File: config.mk
export PLATFORM = sky130hd
export DESIGN_NAME = quad_x_motor_mixer_sequencer
export DESIGN_NICKNAME = d
export VERILOG_FILES = /design/src/hw/rtl/qxm_pkg.sv /design/src/hw/rtl/qxm_mixer.sv /design/src/hw/rtl/quad_x_motor_mixer_sequencer.sv
export SDC_FILE = /design/constraint.sdc
export NUM_CORES = 1
export LEC_CHECK = 0
export BUFFER_PORTS_ARGS = -buffer_cell sky130_fd_sc_hd__buf_2
export CAP_MARGIN = 20
export CORE_MARGIN = 1
export CORE_UTILIZATION = 25
export CTS_CLUSTER_SIZE = 30
export DETAILED_ROUTE_END_ITERATION = 6
export MAX_ROUTING_LAYER = met4
export SLEW_MARGIN = 20
export SYNTH_ARGS = -nofsm -noshare
export SYNTH_HDL_FRONTEND = slang
export SYNTH_SLANG_ARGS = --single-unit
File: constraint.sdc
create_clock -name clk_i -period 13.28 [get_ports clk_i]
set_input_delay 1.992 -clock clk_i [delete_from_list [all_inputs] [get_ports clk_i]]
set_output_delay 1.992 -clock clk_i [all_outputs]
set_load 0.01 [all_outputs]
File: src/hw/rtl/qxm_pkg.sv
// shared types, constants and helpers for the quad x motor mixer
`timescale 1ns / 1ps

package qxm_pkg;

  typedef logic [9:0] pwm_t;
  typedef pwm_t [3:0] motor_set_t;

  typedef struct packed {
    logic signed [15:0] thrust;
    logic signed [15:0] yaw;
    logic signed [15:0] roll;
    logic signed [15:0] pitch;
  } cmd_t;

  localparam int unsigned MOTOR_FR = 0;
  localparam int unsigned MOTOR_FL = 1;
  localparam int unsigned MOTOR_RL = 2;
  localparam int unsigned MOTOR_RR = 3;

  localparam pwm_t              PWM_MAX      = 10'd999;
  localparam logic signed [17:0] PWM_MAX_S   = 18'sd999;
  localparam logic signed [11:0] STICK_OFFSET = 12'sd500;
  localparam logic [7:0]        IDLE_LIMIT   = 8'd30;

  localparam logic [15:0] STEP_FL   = 16'd200;
  localparam logic [15:0] STEP_RL   = 16'd400;
  localparam logic [15:0] STEP_RR   = 16'd600;
  localparam logic [15:0] STEP_DONE = 16'd800;
  localparam logic [15:0] PREP_TIME = 16'd1800;

  // saturate a wide signed sum into the pwm range
  function automatic pwm_t clamp_pwm(input logic signed [17:0] v);
    pwm_t r;
    if (v < 18'sd0) begin
      r = '0;
    end else if (v > PWM_MAX_S) begin
      r = PWM_MAX;
    end else begin
      r = v[9:0];
    end
    return r;
  endfunction

endpackage

File: src/hw/rtl/qxm_mixer.sv
// x-frame mixer: four signed sums, each clamped to the pwm range
`timescale 1ns / 1ps

module qxm_mixer (
  input  qxm_pkg::cmd_t      cmd_i,
  output qxm_pkg::motor_set_t pwm_o
);

  logic signed [17:0] thr, yaw, rol, pit;
  logic signed [17:0] base_p, base_m, att_p, att_m;

  assign thr = 18'(cmd_i.thrust);
  assign yaw = 18'(cmd_i.yaw);
  assign rol = 18'(cmd_i.roll);
  assign pit = 18'(cmd_i.pitch);

  // share the thrust/yaw pairs between motors
  assign base_p = thr + yaw;
  assign base_m = thr - yaw;
  assign att_p  = pit - rol;
  assign att_m  = rol - pit;

  always_comb begin
    pwm_o[qxm_pkg::MOTOR_FR] = qxm_pkg::clamp_pwm(base_p + att_p);
    pwm_o[qxm_pkg::MOTOR_FL] = qxm_pkg::clamp_pwm(base_m + rol + pit);
    pwm_o[qxm_pkg::MOTOR_RL] = qxm_pkg::clamp_pwm(base_p + att_m);
    pwm_o[qxm_pkg::MOTOR_RR] = qxm_pkg::clamp_pwm(base_m - rol - pit);
  end

endmodule

File: src/hw/rtl/quad_x_motor_mixer_sequencer.sv
// top level: arming spin-up sequencer and x mixer with input and result registers
`timescale 1ns / 1ps

// One control tick in, four pwm values out. A tick is captured in an input
// register, evaluated against the held motor values, spin-up timer and
// prepared flag, and placed in the result register, which raises
// out_valid_o; a new tick can be accepted every cycle as long as results are
// taken. The result register holds a finished result while the next tick
// waits in the input register. The idle setting is written through the cfg
// channel, which is always ready; write it only while no tick is in flight.

module quad_x_motor_mixer_sequencer (
  input  logic               clk_i,
  input  logic               rst_ni,
  input  logic               cfg_valid_i,
  output logic               cfg_ready_o,
  input  logic [7:0]         cfg_data_i,
  input  logic               in_valid_i,
  output logic               in_ready_o,
  input  logic               esc_calibration_i,
  input  logic               armed_i,
  input  logic               taking_off_i,
  input  logic signed [9:0]  throttle_stick_i,
  input  logic [7:0]         dt_ms_i,
  input  logic signed [15:0] thrust_cmd_i,
  input  logic signed [15:0] yaw_cmd_i,
  input  logic signed [15:0] roll_cmd_i,
  input  logic signed [15:0] pitch_cmd_i,
  output logic               out_valid_o,
  input  logic               out_ready_i,
  output logic [9:0]         motor_front_right_o,
  output logic [9:0]         motor_front_left_o,
  output logic [9:0]         motor_rear_left_o,
  output logic [9:0]         motor_rear_right_o
);

  // configuration
  logic [7:0] idle_speed_q;

  // input register
  logic               s1_valid_q;
  logic               s1_calib_q, s1_armed_q, s1_takeoff_q;
  logic signed [9:0]  s1_stick_q;
  logic [7:0]         s1_dt_q;
  qxm_pkg::cmd_t      s1_cmd_q;

  // block state
  qxm_pkg::motor_set_t hold_q, hold_d;
  logic [15:0]         timer_q, timer_d;
  logic                prepared_q, prepared_d;

  // result register
  logic                out_valid_q;
  qxm_pkg::motor_set_t out_q, out_d;

  logic                advance;
  logic [4:0]          idle_lim;
  qxm_pkg::pwm_t       idle_pwm;
  logic [15:0]         timer_sum;
  qxm_pkg::pwm_t       calib_pwm;
  qxm_pkg::motor_set_t mix_pwm;

  assign advance     = s1_valid_q && (!out_valid_q || out_ready_i);
  assign in_ready_o  = !s1_valid_q || advance;
  assign cfg_ready_o = 1'b1;

  assign idle_lim  = (idle_speed_q > qxm_pkg::IDLE_LIMIT) ? qxm_pkg::IDLE_LIMIT[4:0]
                                                           : idle_speed_q[4:0];
  // times ten as 8x + 2x
  assign idle_pwm  = {2'b00, idle_lim, 3'b000} + {4'b0000, idle_lim, 1'b0};
  assign timer_sum = timer_q + {8'h00, s1_dt_q};
  assign calib_pwm = qxm_pkg::clamp_pwm(18'(12'(s1_stick_q) + qxm_pkg::STICK_OFFSET));

  qxm_mixer u_mixer (
    .cmd_i (s1_cmd_q),
    .pwm_o (mix_pwm)
  );

  always_comb begin
    hold_d     = hold_q;
    timer_d    = timer_q;
    prepared_d = prepared_q;
    out_d      = hold_q;
    if (s1_calib_q) begin
      out_d = {4{calib_pwm}};
    end else if (!s1_armed_q) begin
      out_d      = '0;
      prepared_d = 1'b0;
    end else begin
      if (!prepared_q) begin
        timer_d = timer_sum;
        if (timer_sum < qxm_pkg::STEP_FL) begin
          hold_d                   = '0;
          hold_d[qxm_pkg::MOTOR_FR] = idle_pwm;
        end else if (timer_sum < qxm_pkg::STEP_RL) begin
          hold_d[qxm_pkg::MOTOR_FL] = idle_pwm;
        end else if (timer_sum < qxm_pkg::STEP_RR) begin
          hold_d[qxm_pkg::MOTOR_RL] = idle_pwm;
        end else if (timer_sum < qxm_pkg::STEP_DONE) begin
          hold_d[qxm_pkg::MOTOR_RR] = idle_pwm;
        end else if (timer_sum > qxm_pkg::PREP_TIME) begin
          prepared_d = 1'b1;
          timer_d    = '0;
        end
      end
      // mixing may start in the tick that finishes spin-up
      if (s1_takeoff_q && prepared_d) begin
        hold_d = mix_pwm;
      end
      out_d = hold_d;
    end
  end

  always_ff @(posedge clk_i or negedge rst_ni) begin
    if (!rst_ni) begin
      idle_speed_q <= '0;
      s1_valid_q   <= 1'b0;
      out_valid_q  <= 1'b0;
      hold_q       <= '0;
      timer_q      <= '0;
      prepared_q   <= 1'b0;
    end else begin
      if (cfg_valid_i && cfg_ready_o) begin
        idle_speed_q <= cfg_data_i;
      end
      if (in_ready_o) begin
        s1_valid_q <= in_valid_i;
      end
      if (advance) begin
        out_valid_q <= 1'b1;
        hold_q      <= hold_d;
        timer_q     <= timer_d;
        prepared_q  <= prepared_d;
      end else if (out_ready_i) begin
        out_valid_q <= 1'b0;
      end
    end
  end

  // payload registers
  always_ff @(posedge clk_i) begin
    if (in_valid_i && in_ready_o) begin
      s1_calib_q     <= esc_calibration_i;
      s1_armed_q     <= armed_i;
      s1_takeoff_q   <= taking_off_i;
      s1_stick_q     <= throttle_stick_i;
      s1_dt_q        <= dt_ms_i;
      s1_cmd_q.thrust <= thrust_cmd_i;
      s1_cmd_q.yaw    <= yaw_cmd_i;
      s1_cmd_q.roll   <= roll_cmd_i;
      s1_cmd_q.pitch  <= pitch_cmd_i;
    end
    if (advance) begin
      out_q <= out_d;
    end
  end

  assign out_valid_o         = out_valid_q;
  assign motor_front_right_o = out_q[qxm_pkg::MOTOR_FR];
  assign motor_front_left_o  = out_q[qxm_pkg::MOTOR_FL];
  assign motor_rear_left_o   = out_q[qxm_pkg::MOTOR_RL];
  assign motor_rear_right_o  = out_q[qxm_pkg::MOTOR_RR];

  a_prep_clears_timer: assert property (@(posedge clk_i) disable iff (!rst_ni)
    $rose(prepared_q) |-> timer_q == 16'd0)
    else $error("prepared set without timer clear");

  a_disarm_clears_prep: assert property (@(posedge clk_i) disable iff (!rst_ni)
    advance && !s1_calib_q && !s1_armed_q |=> !prepared_q)
    else $error("disarmed transaction left prepared set");

  a_stall_means_full: assert property (@(posedge clk_i) disable iff (!rst_ni)
    !in_ready_o |-> s1_valid_q && out_valid_q && !out_ready_i)
    else $error("input stalled with room available");

  a_pwm_range: assert property (@(posedge clk_i) disable iff (!rst_ni)
    out_valid_o |-> motor_front_right_o <= qxm_pkg::PWM_MAX
                 && motor_front_left_o <= qxm_pkg::PWM_MAX
                 && motor_rear_left_o <= qxm_pkg::PWM_MAX
                 && motor_rear_right_o <= qxm_pkg::PWM_MAX)
    else $error("pwm value out of range");

  a_timer_held_when_prepared: assert property (@(posedge clk_i) disable iff (!rst_ni)
    $past(prepared_q) && prepared_q |-> $stable(timer_q))
    else $error("spin-up timer moved while prepared");

endmodule

# Yosys cells after proc, flatten, opt, wreduce, memory -nomap -nowiden
# Index checks and enable logic that the tools add are counted.
word_totals:
  reg_bits: 192
  latch_bits: 0
  ramBits: 0
  rom_bits: 0
  inputBits: 98
  output_inout_bits: 43
  elab_cells: 102
  mem_count: 0
classes:
  add_sub_neg: 13
  multipliers: 0
  div_mod_pow: 0
  order_cmp: 16
  n_eq_ne: 0
  shifts: 0
  n_mux: 38
  bitwise: 2
  n_reduce_logical: 11
ops:
  columns: ["op", "n"]
  rows:
  - ["two-way mux 40 bit", 4]
  - ["two-way mux 10 bit", 15]
  - ["two-way mux 16 bit", 5]
  - ["> comparator 18 x 11 -> 1 bit, second input constant", 4]
  - ["less-than comparator 18 x 1 -> 1 bit, second input constant", 4]
  - ["subtractor 16 x 16 -> 17 bit", 3]
  - ["adder 18 bit", 2]
  - ["less-than comparator 16 x 10 -> 1 bit, second input constant", 2]
  - ["two-way mux 30 bit", 1]
  - ["two-way mux 20 bit", 1]
  - ["adder 17 x 16 -> 18 bit", 1]
  - ["adder 18 x 16 -> 18 bit", 1]
  - ["subtractor 17 x 16 -> 18 bit", 1]
  - ["subtractor 18 x 16 -> 18 bit", 1]
  - ["adder 16 x 16 -> 17 bit", 1]
  - ["adder 16 x 8 -> 16 bit", 1]
  - ["> comparator 16 x 11 -> 1 bit, second input constant", 1]
  - ["less-than comparator 16 x 8 -> 1 bit, second input constant", 1]
  - ["less-than comparator 16 x 9 -> 1 bit, second input constant", 1]
  - ["adder 10 x 10 -> 11 bit, second input constant", 1]
  - ["> comparator 11 bit, second input constant", 1]
  - ["less-than comparator 11 x 1 -> 1 bit, second input constant", 1]
  - ["two-way mux 1 bit", 11]
  - ["adder 8 x 6 -> 9 bit", 1]
  - ["other kinds (10)", 15]

# Longest topological paths before layout
# Gate-level depths: netlist (run 1).
logic_depth:
  word_depth: 14
  ltp_mapped: 27
  ltp_nobuf: 27

# Cells and area by module
# From an unflattened synthesis (run 1), not the netlist that was laid out.
hier_totals:
  cells_unflattened: 1615
  area_unflattened_um2: 16007.9
modules_own_cells:
  columns: ["module", "instances", "cells_each", "area_each_um2", "seq_area_each_um2"]
  rows:
  - ["quad_x_motor_mixer_sequencer", 1, 738, 9013.6, 5430.2]
  - ["qxm_mixer", 1, 877, 6994.2, 0.0]

# Worst setup path after synthesis (run 1)
# OpenSTA, ideal clock, no wires.
synth_path:
  kind: "reg2reg"
  from: "register s1_cmd_q[48] (netlist name)"
  to: "register hold_q[16] (netlist name)"
  setup_time_ps: 126
  t_arrival_ps: 5355
  required_ps: 13154
  path_slack_ps: 7799
  stages_incl_launch_ff: 27
  path_buffers: 0
  period_less_slack_ps: 5481
  path_cell_list: "edfxtp_1 > inv_1 > ha_1 > inv_1 > fa_1 > a21o_1 > a21oi_1 > o21bai_1 > a21oi_1 > o21bai_1 > a41o_1 > o41a_1 > a21oi_1 > nor2_1 > o31ai_1 > fa_1 > inv_1 > ha_1 > a21oi_1 > a21oi_1 > a2111oi_0 > nand3_1 > a221oi_1 > o211ai_1 > nor2_1 > nor4_1 > a221o_1"
synth_between:
  elab_chain_len: 7
  elab_cells_between_ends: 8
  classes_between: "3 x add/sub; 2 x order compare; 3 x mux"
synth_rtl:
  columns: ["item", "line", "text"]
  rows:
  - ["from (decl)", "quad_x_motor_mixer_sequencer.sv:45", "qxm_pkg::cmd_t s1_cmd_q;"]
  - ["subtractor 16 x 16 -> 17 bit *", "qxm_mixer.sv:19", "assign base_m = thr - yaw;"]
  - ["adder 17 x 16 -> 18 bit *", "qxm_mixer.sv:25", "pwm_o[qxm_pkg::MOTOR_FL] = qxm_pkg::clamp_pwm(base_m + rol + pit);"]
  - ["adder 18 x 16 -> 18 bit *", "qxm_mixer.sv:25", null]
  - ["> comparator 18 x 11 -> 1 bit", "qxm_pkg.sv:37", "end else if (v > PWM_MAX_S) begin"]
  - ["two-way mux 10 bit", "qxm_pkg.sv:37", null]
  - ["two-way mux 10 bit *", "qxm_pkg.sv:35", "if (v < 18'sd0) begin"]
  - ["two-way mux 40 bit *", "quad_x_motor_mixer_sequencer.sv:107", "if (s1_takeoff_q && prepared_d) begin"]
  - ["to (signal assigned)", "quad_x_motor_mixer_sequencer.sv:131", "hold_q <= hold_d;"]
  - ["to (decl)", "quad_x_motor_mixer_sequencer.sv:48", "qxm_pkg::motor_set_t hold_q, hold_d;"]
# Mark *: on every way between the ends. The rest lies on a longest branch, timed or not.
# A chain may end at the register's enable or synchronous reset.

==> results of run 1 <==
[cell usage after synthesis (8+ instances only)]
cell | instances | area share [%]
buf_1 | 8 | 0.18
clkbuf_1 | 39 | 0.88
xnor2_1 | 72 | 3.8
o221ai_1 | 25 | 1.3
o21ai_0 | 89 | 2.7
a21oi_1 | 113 | 3.4
o21a_1 | 17 | 0.77
a211o_1 | 9 | 0.47
o22ai_1 | 13 | 0.49
nand3_1 | 41 | 1.2
and3_1 | 13 | 0.49
nor2_1 | 123 | 2.8
nand2b_1 | 28 | 1.1
buf_2 | 14 | 0.42
nand2_1 | 108 | 2.4
nand4_1 | 19 | 0.72
nor4_1 | 14 | 0.53
mux2i_1 | 9 | 0.54
nor3_1 | 43 | 1.3
o31ai_1 | 23 | 1.0
inv_1 | 188 | 4.3
nor2b_1 | 16 | 0.60
mux2_2 | 11 | 0.75
a21o_1 | 34 | 1.5
and2_1 | 12 | 0.45
o211ai_1 | 34 | 1.5
edfxtp_1 | 125 | 23
a211oi_1 | 14 | 0.63
xor2_1 | 39 | 2.1
o21bai_1 | 32 | 1.4
or3_1 | 17 | 0.64
fa_1 | 43 | 5.2
a22o_1 | 9 | 0.47
ha_1 | 158 | 12
dfrtp_1 | 67 | 10
a31oi_1 | 23 | 0.87
[per-layer routing]
metal	track usage [%]	share of wire, %	wire length, um	up-vias
met5	-	0	0	-
met4	3.94	1.7	888	0
met3	2.61	6.0	3140	49
met2	25.9	47	24800	510
met1	20.7	45	23700	6907
li1	-	-	-	6715
[logic make-up (layout without fill, tap and decap cells)]
kind of cell | count (synthesis) | after routing | share of synthesized area [%]
AND/OR/NAND/NOR | 473 | 473 | 14.3
AO/OA/AOI/OAI | 539 | 539 | 22.5
XOR/XNOR | 111 | 111 | 5.86
adder cells (fa/ha/maj) | 201 | 201 | 17.1
buffers and inverters | 258 | 371 | 6.16
other | 1 | 1 | 0.0226
multiplexers | 21 | 21 | 1.38
flip-flops | 192 | 192 | 32.7
[flip-flops by register name (all words and copies together), names as in the netlist, 8 cells and up]
signal,cells
motor_front_right_o,10
s1_cmd_q,64
s1_dt_q,8
motor_rear_right_o,10
hold_q,40
motor_front_left_o,10
s1_stick_q,10
timer_q,16
idle_speed_q,8
motor_rear_left_o,10
[cell type report]
| class | count | area, um^2 |
|---|---|---|
| timing repair buffer | 148 | 767 |
| inverter | 191 | 717 |
| tap | 864 | 1080 |
| clock inverter | 14 | 181 |
| clock buffer | 18 | 439 |
| multi-input combinational | 1346 | 10200 |
| sequential | 192 | 5430 |
| fill | 6909 | 47000 |
[critical path: cells and delay by family, from the launching register on]
family / cells / cell delay [ps]
AOI/OAI and AO/OA: 12 / 3130
adders and majority gates: 4 / 1350
and+or+nand+nor: 6 / 1120
buffers and inverters: 4 / 530
DFF: 1 / 390
[per-stage QoR]
step	cells	hold WS [ps]	instance area, um^2	utilization (%)	setup WS [ps]
global placement	2740	465	18100	27.6	6760
CTS	2773	495	18800	28.5	6750
global route	2773	514	18800	28.6	6160
floorplan	1796	450	16600	-	7800
finish	2773	487	18800	28.6	6580
detailed placement	2741	477	18100	27.6	6770
[path summary, 6_finish.rpt]
path                              start               endpoint  slack (ps)
max reg2reg                s1_cmd_q[48]  motor_rear_right_o[3]        6580
min in group asynchronous        rst_ni             timer_q[2]        1730
min reg2reg                  timer_q[2]             timer_q[2]         490
min                          timer_q[2]             timer_q[2]         490
max in group asynchronous        rst_ni             hold_q[30]       10900
max                        s1_cmd_q[48]  motor_rear_right_o[3]        6580
[power by group through the flow]
stage,registers [uW],clock network [uW],logic (uW)
after floorplan,832,0,1480
after global placement,845,0,2000
after detailed placement,849,0,2030
after CTS,836,583,2040
after global routing,849,602,2260
final,836,565,2080
==> results.json, run 1 <==
{
  "status": "finished, violations left",
  "violations": "design-rule violations",
  "async_flop_share_pct": 34.9,
  "start_kind": "register",
  "placementRows": 94,
  "gp_congestion": 0.924,
  "area_growth_pct": 13.1,
  "rsz0062_at_grt": "false",
  "antenna_found_initial": 0,
  "p_clk_share_pct": 16.2,
  "overflow": 0,
  "initial_core_util_pct": 25.3,
  "synth_area_um2": 16600,
  "post_cts_buffers": 0,
  "viasPerCell": 5.11,
  "p_int_uw": 1790,
  "layout-drive-gt1-share_pct": 11.6,
  "leakagePower_uw": 0.00792,
  "wl_per_cell_um": 18.9,
  "die_y_um": 260,
  "grt_max_degree": 68,
  "drt_wl_total_um": 52500,
  "report.power.total_uw": 3480,
  "hp-class": "reg -> reg",
  "detail_route.first_pass.iterations": 7,
  "grt_pass1_vias": 13800,
  "finClkSkew_ps": 18.5,
  "critPathKind": "reg -> reg",
  "cts-root-buf": "clkbuf_16",
  "syn-instance-count": 1796,
  "cts_tree": "done",
  "synth_warnings": 0,
  "cp-end-kind": "register",
  "setup_viol": 0,
  "p_seq_share_pct": 24.0,
  "nets": 2195,
  "combPwrFrac_pct": 59.8,
  "final_common_cell": "inv_1",
  "cp_slowest_cell": "o31ai_1",
  "port_buffers": 139,
  "tightest_slew_ps": 1120,
  "num_vias": 14200,
  "p_per_area_nw_per_um2": 185,
  "synth_cell_types": 89,
  "cts_resized": 0,
  "clock_path_buffers": 2,
  "cts.sinks": 192,
  "power.switching_uw": 1690,
  "layout_common_cells": "inv_1, ha_1, buf_2",
  "ys.flop_type": "edfxtp_1",
  "post-dp-hpwl_um": 41400,
  "grtUsageTotal_pct": 16.0,
  "crit_required_ps": 13590,
  "report.final.slew_viol_count": 0,
  "die-area_um2": 67400,
  "clkSlewWorstSetupHoldPaths_ps": 90,
  "max_stage_delay_ps": 560,
  "ys_ff_latch": 192,
  "ant_nets": 0,
  "remaining_drc_errors": 1,
  "drt_iter0_markers": 1185,
  "drv_cap": 0,
  "vdd_drop_max_uv": 151,
  "synth_edf_count": 125,
  "fmax_mhz": 149,
  "relSlewSlack_pct": 23.1,
  "die_w_um": 260,
  "coreArea_um2": 65700,
  "sw_frac_of_total_pct": 48.5,
  "hold_viol": 0,
  "critPathArrivalTime_ps": 7010,
  "min_path_cells": 2,
  "clk_latency_ps": 510,
  "num_io_pins": 141,
  "r2r_cells": 26,
  "diodes": 0,
  "fin_setup_tns_ps": 0,
  "holdBufCountCts": 0,
  "grt_pass1_wl_um": 80300,
  "period_share_pct": 50.4,
  "yosysSeqAreaShare_pct": 32.7,
  "cp_max_fo": 9,
  "cts.htree.levels": 4,
  "cts_buffers": 17,
  "syn_avg_cell_area_um2": 9.24,
  "syn-num-nets": 2095,
  "period_needed_ps": 6700
}
Note: power is estimated with default switching activity, not from simulation.
==> run 2: changes to the inputs <==
Clock period 13.28 ns to 6.28 ns, I/O delays scaled along.
==> results.json, run 2 (synthesized netlist as in run 1, its figures left out) <==
{
  "stdcell_count": 2788,
  "top_register": "s1_cmd_q",
  "vdd_drop_max_uv": 273,
  "die_w_um": 260,
  "final_common_cell": "inv_1",
  "diodes": 0,
  "num_io_pins": 141,
  "hp-class": "reg -> reg",
  "detail_route.first_pass.iterations": 5,
  "overflow": 0,
  "grt_pass1_wl_um": 78300,
  "dp.cells": 2754,
  "nets": 2210,
  "start_kind": "register",
  "die_y_um": 260,
  "clock_path_buffers": 2,
  "num_vias": 14200,
  "post-dp-hpwl_um": 40600,
  "setup_viol": 0,
  "clkSlewWorstSetupHoldPaths_ps": 80,
  "initial_core_util_pct": 25.3,
  "period_needed_ps": 5980,
  "remaining_drc_errors": 0,
  "placementRows": 94,
  "port_buffers": 139,
  "coreArea_um2": 65700,
  "viasPerCell": 5.08,
  "grt_max_degree": 68,
  "stdcell_area_um2": 19000,
  "holdBufCountCts": 0,
  "gp_congestion": 0.924,
  "tightest_slew_ps": 1150,
  "clk_latency_ps": 520,
  "status": "finished clean",
  "wl_per_cell_um": 18.5,
  "drt_wl_total_um": 51700,
  "hold_viol": 0,
  "place_area_um2": 18200,
  "min_path_cells": 2,
  "fmax_mhz": 167,
  "grt_pass1_vias": 13600,
  "cts.sinks": 192,
  "drt_iter0_markers": 1239,
  "ant_nets": 0,
  "path_buf_inv": 4,
  "p_per_area_nw_per_um2": 388,
  "critPathKind": "reg -> reg",
  "cp_max_fo": 9,
  "cts.htree.levels": 4,
  "fill_cells": 6930,
  "finClkSkew_ps": 16.6,
  "period_share_pct": 95.3,
  "cts_tree": "done",
  "critPathArrivalTime_ps": 6220,
  "crit_required_ps": 6510,
  "cp.depth": 27,
  "area_growth_pct": 14.2,
  "leakagePower_uw": 0.00800,
  "antenna_found_initial": 0,
  "die-area_um2": 67400,
  "grtUsageTotal_pct": 15.6,
  "largest_register_ffs": 64,
  "max_stage_delay_ps": 480,
  "cts-root-buf": "clkbuf_16",
  "drv_cap": 0,
  "report.final.slew_viol_count": 0,
  "cp-end-kind": "register",
  "top_regs": "s1_cmd_q x64, hold_q x40, timer_q x16",
  "relSlewSlack_pct": 22.6,
  "layout-drive-gt1-share_pct": 13.0,
  "cp_slowest_cell": "fa_1",
  "layout_common_cells": "inv_1, ha_1, buf_2",
  "cts_buffers": 17,
  "r2r_cells": 27,
  "crit_family": "compound AO/OA/AOI/OAI gates"
}
-- run 2: cell types whose count changed in the layout (fill, tap and decap cells not counted), moves of 2 or more --
cell       delta
buf_4        +16
a21oi_1       -5
a21oi_2       +5
a2111oi_0     -3
inv_8         -3
a2111oi_1     +2
clkinv_8      +2
o21bai_1      -2
o21bai_2      +2
-- run 2: worst reg2reg max path: stages, from the launching register on --
cell,delay (ps)
edfxtp_1,390
inv_1,70
ha_1,170
inv_1,60
fa_1,400
a21o_1,210
a21oi_2,180
o21bai_1,90
a21oi_2,190
o21bai_1,120
a41o_1,290
o41a_1,410
a21oi_1,200
nor2_1,90
o31ai_4,280
fa_1,480
inv_1,110
ha_1,290
a21oi_2,190
nor2_1,60
nor4_1,210
nand4_1,140
a2111oi_1,350
nand4_1,160
buf_4,210
nor2_1,130
or3_1,130
o211ai_1,100
-- run 2: final cells by class --
| cell class | count | area (um^2) | share of cell area (%) |
|---|---|---|---|
| flip-flops and latches | 192 | 5430 | 28.6 |
| repair buffers | 163 | 876 | 4.62 |
| clock inverters | 15 | 178 | 0.937 |
| clock buffers | 17 | 425 | 2.24 |
| multi-input cells | 1346 | 10300 | 54.1 |
| inverters | 191 | 717 | 3.78 |
| well taps | 864 | 1080 | 5.70 |
-- run 2: path summary, 6_finish.rpt --
path | startpoint | to | slack (ps)
setup / recovery | s1_cmd_q[48] | motor_rear_right_o[8] | 300
hold / removal | timer_q[2] | timer_q[2] | 490
setup reg to reg | s1_cmd_q[48] | motor_rear_right_o[8] | 300
hold reg to reg | timer_q[2] | timer_q[2] | 490
max in group asynchronous | rst_ni | hold_q[2] | 5000
min in group asynchronous | rst_ni | timer_q[3] | 670
-- run 2: report_power, final --
part	switching [uW]	internal, uW	leakage, uW
Combinational	2800	1640	0.00564
Clock	609	539	0.000289
Sequential	151	1610	0.00206
Total	3560	3790	0.00800
-- run 2: repair_timing --
item	4_1_cts	5_1_grt
buffers inserted	0	2
gates cloned	0	0
endpoints found under the setup margin	26	42
endpoints found under the hold margin	0	0
gates resized for setup	1	20
pin swaps	0	2
-- run 2: metrics by stage --
| stage | power [uW] | setup TNS [ps] | setup slack, ps | hold slack, ps | util, % |
|---|---|---|---|---|---|
| final | 7350 | 0 | 296 | 491 | 28.8 |
| after global routing | 7840 | -16.1 | -9.90 | 519 | 28.8 |
| after CTS | 7280 | 0 | 38.4 | 493 | 28.7 |
| after detailed placement | 6080 | -723 | -72.1 | 474 | 27.8 |
| after global placement | 6040 | 0 | 58.3 | 464 | 27.7 |
| after floorplan | 4890 | 0 | 799 | 450 | - |
-- run 2: metal layers --
| metal | vias up | share of wire, % | track usage (%) |
|---|---|---|---|
| li1 | 6760 | - | - |
| met1 | 6852 | 45 | 20.0 |
| met2 | 495 | 47 | 25.2 |
| met3 | 61 | 6.0 | 2.49 |
| met4 | 0 | 2.3 | 4.84 |
| met5 | - | 0 | - |
